[config.mk]
export PLATFORM = sky130hd
export DESIGN_NAME = qspm_elem
export DESIGN_NICKNAME = d
export VERILOG_FILES = /design/src/hdl/qspm_pkg.sv /design/src/hdl/qspm_elem.sv
export SDC_FILE = /design/constraint.sdc
export NUM_CORES = 2
export LEC_CHECK = 0
export BUFFER_PORTS_ARGS = -buffer_cell sky130_fd_sc_hd__buf_4
export CAP_MARGIN = 30
export CORE_AREA = 2 2 385 234
export CTS_BUF_LIST = sky130_fd_sc_hd__clkbuf_8
export DETAILED_ROUTE_END_ITERATION = 10
export DIE_AREA = 0 0 387 236
export GPL_ROUTABILITY_DRIVEN = 1
export GPL_TIMING_DRIVEN = 0
export PLACE_DENSITY_LB_ADDON = 0.25
export SLEW_MARGIN = 10
export SYNTH_ARGS = -nofsm -noshare
export SYNTH_HDL_FRONTEND = slang
export SYNTH_SLANG_ARGS = --single-unit
[constraint.sdc]
create_clock -name clk_i -period 7.6 [get_ports clk_i]
set_clock_uncertainty 0.2 [all_clocks]
set_input_delay 0.76 -clock clk_i [delete_from_list [all_inputs] [get_ports clk_i]]
set_output_delay 0.76 -clock clk_i [all_outputs]
set_load 0.05 [all_outputs]
[src/hdl/qspm_pkg.sv]
// ---------------------------------------------------------------------------
// qspm_pkg
// Widths, constants and helpers for the quaternion-to-matrix transform core.
// ---------------------------------------------------------------------------
package qspm_pkg;

  localparam int DATA_W  = 32;                 // every port field
  localparam int FRAC_W  = 30;                 // Q1.30 quaternion fraction
  localparam int PROD_W  = 2 * DATA_W - FRAC_W; // quaternion product after >>30
  localparam int TERM_W  = PROD_W + 3;          // rotation term, Q.30
  localparam int SPLIT_W = 16;                 // low slice of the term
  localparam int HI_W    = TERM_W - SPLIT_W;   // high slice, signed
  localparam int PH_W    = HI_W + DATA_W;      // high partial product
  localparam int PL_W    = SPLIT_W + 1 + DATA_W; // low partial product
  localparam int SUM_W   = PH_W + SPLIT_W;     // full term * scale
  localparam int SH_W    = SUM_W - FRAC_W;     // after >>30
  localparam int NSTAGE  = 5;
  localparam int NELEM   = 9;

  localparam logic signed [TERM_W-1:0] ONE_Q30 =
    {{(TERM_W-FRAC_W-1){1'b0}}, 1'b1, {FRAC_W{1'b0}}};

  // load enables for the three element stages
  typedef struct packed {
    logic s3;
    logic s4;
    logic s5;
  } elem_ld_t;

  // product of two Q1.30 values, floored to Q.30
  function automatic logic signed [PROD_W-1:0] qmul(
    input logic signed [DATA_W-1:0] a,
    input logic signed [DATA_W-1:0] b
  );
    logic signed [2*DATA_W-1:0] p;
    p = a * b;
    return p[2*DATA_W-1:FRAC_W];
  endfunction

  function automatic logic signed [TERM_W-1:0] ext(input logic signed [PROD_W-1:0] p);
    return {{(TERM_W-PROD_W){p[PROD_W-1]}}, p};
  endfunction

  // 1 - 2(a+b)
  function automatic logic signed [TERM_W-1:0] term_diag(
    input logic signed [PROD_W-1:0] a,
    input logic signed [PROD_W-1:0] b
  );
    logic signed [TERM_W-1:0] s;
    s = ext(a) + ext(b);
    return ONE_Q30 - (s <<< 1);
  endfunction

  // 2(a+b)
  function automatic logic signed [TERM_W-1:0] term_add(
    input logic signed [PROD_W-1:0] a,
    input logic signed [PROD_W-1:0] b
  );
    logic signed [TERM_W-1:0] s;
    s = ext(a) + ext(b);
    return s <<< 1;
  endfunction

  // 2(a-b)
  function automatic logic signed [TERM_W-1:0] term_sub(
    input logic signed [PROD_W-1:0] a,
    input logic signed [PROD_W-1:0] b
  );
    logic signed [TERM_W-1:0] s;
    s = ext(a) - ext(b);
    return s <<< 1;
  endfunction

endpackage

[src/hdl/qspm_elem.sv]
// ---------------------------------------------------------------------------
// qspm_elem
// One matrix element: rotation term times scale, floored and saturated.
// Three stages: split multiply, recombine and shift, saturate.
// ---------------------------------------------------------------------------
module qspm_elem (
  input  logic                                  clk_i,
  input  qspm_pkg::elem_ld_t                    ld_i,
  input  logic signed [qspm_pkg::TERM_W-1:0]    term_i,
  input  logic signed [qspm_pkg::DATA_W-1:0]    scale_i,
  output logic signed [qspm_pkg::DATA_W-1:0]    elem_o
);
  import qspm_pkg::*;

  logic signed [HI_W-1:0]      term_hi;
  logic signed [SPLIT_W:0]     term_lo;
  logic signed [PH_W-1:0]      ph_d, ph_q;
  logic signed [PL_W-1:0]      pl_d, pl_q;
  logic signed [SUM_W-1:0]     sum;
  logic signed [SH_W-1:0]      sh_d, sh_q;
  logic signed [DATA_W-1:0]    elem_d, elem_q;

  // term = hi * 2^16 + lo, lo unsigned
  assign term_hi = term_i[TERM_W-1:SPLIT_W];
  assign term_lo = {1'b0, term_i[SPLIT_W-1:0]};
  assign ph_d    = term_hi * scale_i;
  assign pl_d    = term_lo * scale_i;

  assign sum  = {ph_q, {SPLIT_W{1'b0}}} + {{(SUM_W-PL_W){pl_q[PL_W-1]}}, pl_q};
  assign sh_d = sum[SUM_W-1:FRAC_W];  // floor

  always_comb begin
    if (sh_q[SH_W-1:DATA_W-1] == {(SH_W-DATA_W+1){sh_q[SH_W-1]}}) begin
      elem_d = sh_q[DATA_W-1:0];
    end else if (sh_q[SH_W-1]) begin
      elem_d = {1'b1, {(DATA_W-1){1'b0}}};
    end else begin
      elem_d = {1'b0, {(DATA_W-1){1'b1}}};
    end
  end

  always_ff @(posedge clk_i) begin
    if (ld_i.s3) begin
      ph_q <= ph_d;
      pl_q <= pl_d;
    end
    if (ld_i.s4) begin
      sh_q <= sh_d;
    end
    if (ld_i.s5) begin
      elem_q <= elem_d;
    end
  end

  assign elem_o = elem_q;

endmodule

==> metrics <==
outcome=finished, violations left; failing checks=setup timing; global route total overflow=0; total track usage=35.8%; H-tree depth=4; max-cap violation count=0; CTS tree=done; Max clock buf depth=2; vias=35822; largest cells by area after synthesis=fa_1 (48%), inv_1 (10%), edfxtp_1 (9.8%); most frequent cells in the layout=inv_1 (1322), fa_1 (1148), nand2_1 (743); Final setup viols=3; HP Class=flop to flop; RePlAce Congestion=1.03; area of the core=0.0884 mm2; Skew-Pair Late Insertion Delay=0.54 ns; Synthesized Nets=6652; CTS Root Cell=clkbuf_8; Synth top area share=48.1%; sequential share of the synthesized area=9.81%; synthesis-stage register bit count=157; dominant cell type by area after synthesis=fa_1; CTS clock-pin slew for the worst setup and hold paths=0.12 ns; Setup CP Type=input port to flop; WP data required=7.70 ns; Residual DRC=0; Final Hold Viols=0; CTS Buf Count=17; Initial Util=54.4%; synthesized area=0.0481 mm2; ys async rst share=0%; ys flop type=edfxtp_1; Setup crit end kind=flop; Filler cells=7742; WHS=0.325 ns; area grow syn2layout=7.53%; Routed Wire Length=158 mm; relative slew slack=27.8%; layout cell share with drive strength beyond 1=6.83%; Cell Rows=85; Post-DRT Antenna Nets=0; commonest non-fill, non-tap cell in the layout=inv_1; initial antenna violation count=11; vias in the first global route=37029; number of synthesized flops with an enable pin=157; worst setup margin=-0.0819 ns; Slew @ Worst Pin=1.06 ns; I/O pins=105; first-pass GRT wire length=238 mm; DR pass1 iterations=6; startpoint types=input port; Worst EP arrival=7.79 ns; period utilization=101%; crit path time final=7.68 ns; Slew Limit Fails=0; Layout Nets=6757; YS warnings=0; Crit Path Max Fanout=10; Port-buffer cells=74; Die Span X=387 um; RSZ-0062 raised after global routing=yes; drt first-iter violations=4049; Chip Height=236 um; syn_area_per_cell=9.38 um2; largest net degree at the start of global routing=66; # clock sinks=157; Synth Instances=5125; post-synth cell types=66; post-DP HPWL=133 mm; Die Area=0.0913 mm2; Vias/cell=5.58; Routed WL per cell=24.5 um; fmax=0.130 GHz
[state kept, by name (all words and copies together) (netlist names)]
register	flops
ph_q	53
sh_q	39
pl_q	33
elem_o	32
[metrics by stage]
stage / utilization, % / cell area (um2) / TNS [ns] / setup WS, ns / std cells
floorplan: - / 48100 / 0 / 0.0993 / 5125
global placement: 56.7 / 50100 / -96.39 / -2.00 / 6373
detailed placement: 56.8 / 50200 / -71.88 / -1.81 / 6381
CTS: 58.0 / 51200 / -0.00806 / -0.00806 / 6413
global route: 58.4 / 51700 / -0.488 / -0.165 / 6419
finish: 58.5 / 51700 / -0.119 / -0.0819 / 6423
[layout make-up]
cell class                      count  area, um2  share of cell area, %
Clock inverter                     15        193                  0.373
Multi-Input combinational cell   3396      37700                   72.9
Inverter                         1325       4980                   9.64
Buffer                            241       1670                   3.22
Tap cell                         1174       1470                   2.84
Clock buffer                       17        234                  0.453
Antenna cell                        6       15.0                 0.0291
Timing Repair Buffer               92        743                   1.44
Sequential cell                   157       4710                   9.12
[critical path, cell delays in order]
cell and delay [ns]:
buf_4 0.15, buf_2 0.34, nand2_1 0.13, fa_1 0.56, fa_1 0.44, inv_1 0.21
fa_2 0.56, fa_1 0.53, fa_1 0.43, fa_2 0.67, inv_1 0.09, fa_1 0.49
inv_1 0.04, ha_1 0.40, and4_1 0.27, nand3_1 0.14, a211oi_4 0.33, o21bai_4 0.16
o31ai_4 0.29, a221oi_4 0.13, buf_4 0.16, o31ai_2 0.23, a21oi_1 0.13, xnor2_1 0.13
[synthesized netlist by cell type, types with 12 or more instances]
cell type  count
xor2_1        41
fa_1        1155
nand2b_1      12
nand2_1      743
and3_1        12
o21bai_1      18
a21o_1        96
edfxtp_1     157
nor3_1        17
ha_1         299
nor2b_1       14
o21a_1        21
clkbuf_1     230
nand4_1       26
inv_1       1324
buf_1         17
nor2_1        84
and2_1       469
a21oi_1      131
xnor2_1       86
nand3_1       13
o21ai_0       36
[worst paths after layout]
check / endpoint / slack (ns) / depth (start not counted) / start
hold reg to reg: elem_o[1] / 0.33 / 1 / sh_q[1]
setup reg to reg: sh_q[36] / 3.23 / 11 / ph_q[2]
setup / recovery: ph_q[50] / -0.08 / 24 / term_i[31]
hold / removal: elem_o[1] / 0.33 / 1 / sh_q[1]
[cell families after synthesis]
family | share of synthesized area, %
compound gates | 5.53
simple gates | 14.2
xor+xnor | 2.31
buf+inv | 12.3
flops | 9.81
fa+ha+maj | 55.9
[metal layers]
| metal | track usage, % | wire length (um) |
|---|---|---|
| met2 | 45.6 | 57200 |
| met4 | 8.60 | 4430 |
| met3 | 17.9 | 28900 |
| met5 | 0 | 36 |
| met1 | 53.4 | 67000 |
[repair_timing]
| action | 4_1_cts | 5_1_grt |
|---|---|---|
| buffers inserted | 2 | 8 |
| pin swaps | 4 | 16 |
| setup endpoints to repair | 56 | 33 |
| resized for setup | 286 | 226 |
| hold buffers | 0 | 0 |
Power is left out: the tool's default activity adds up to more than one toggle a clock period on the data nets, which glitch-free logic cannot reach.
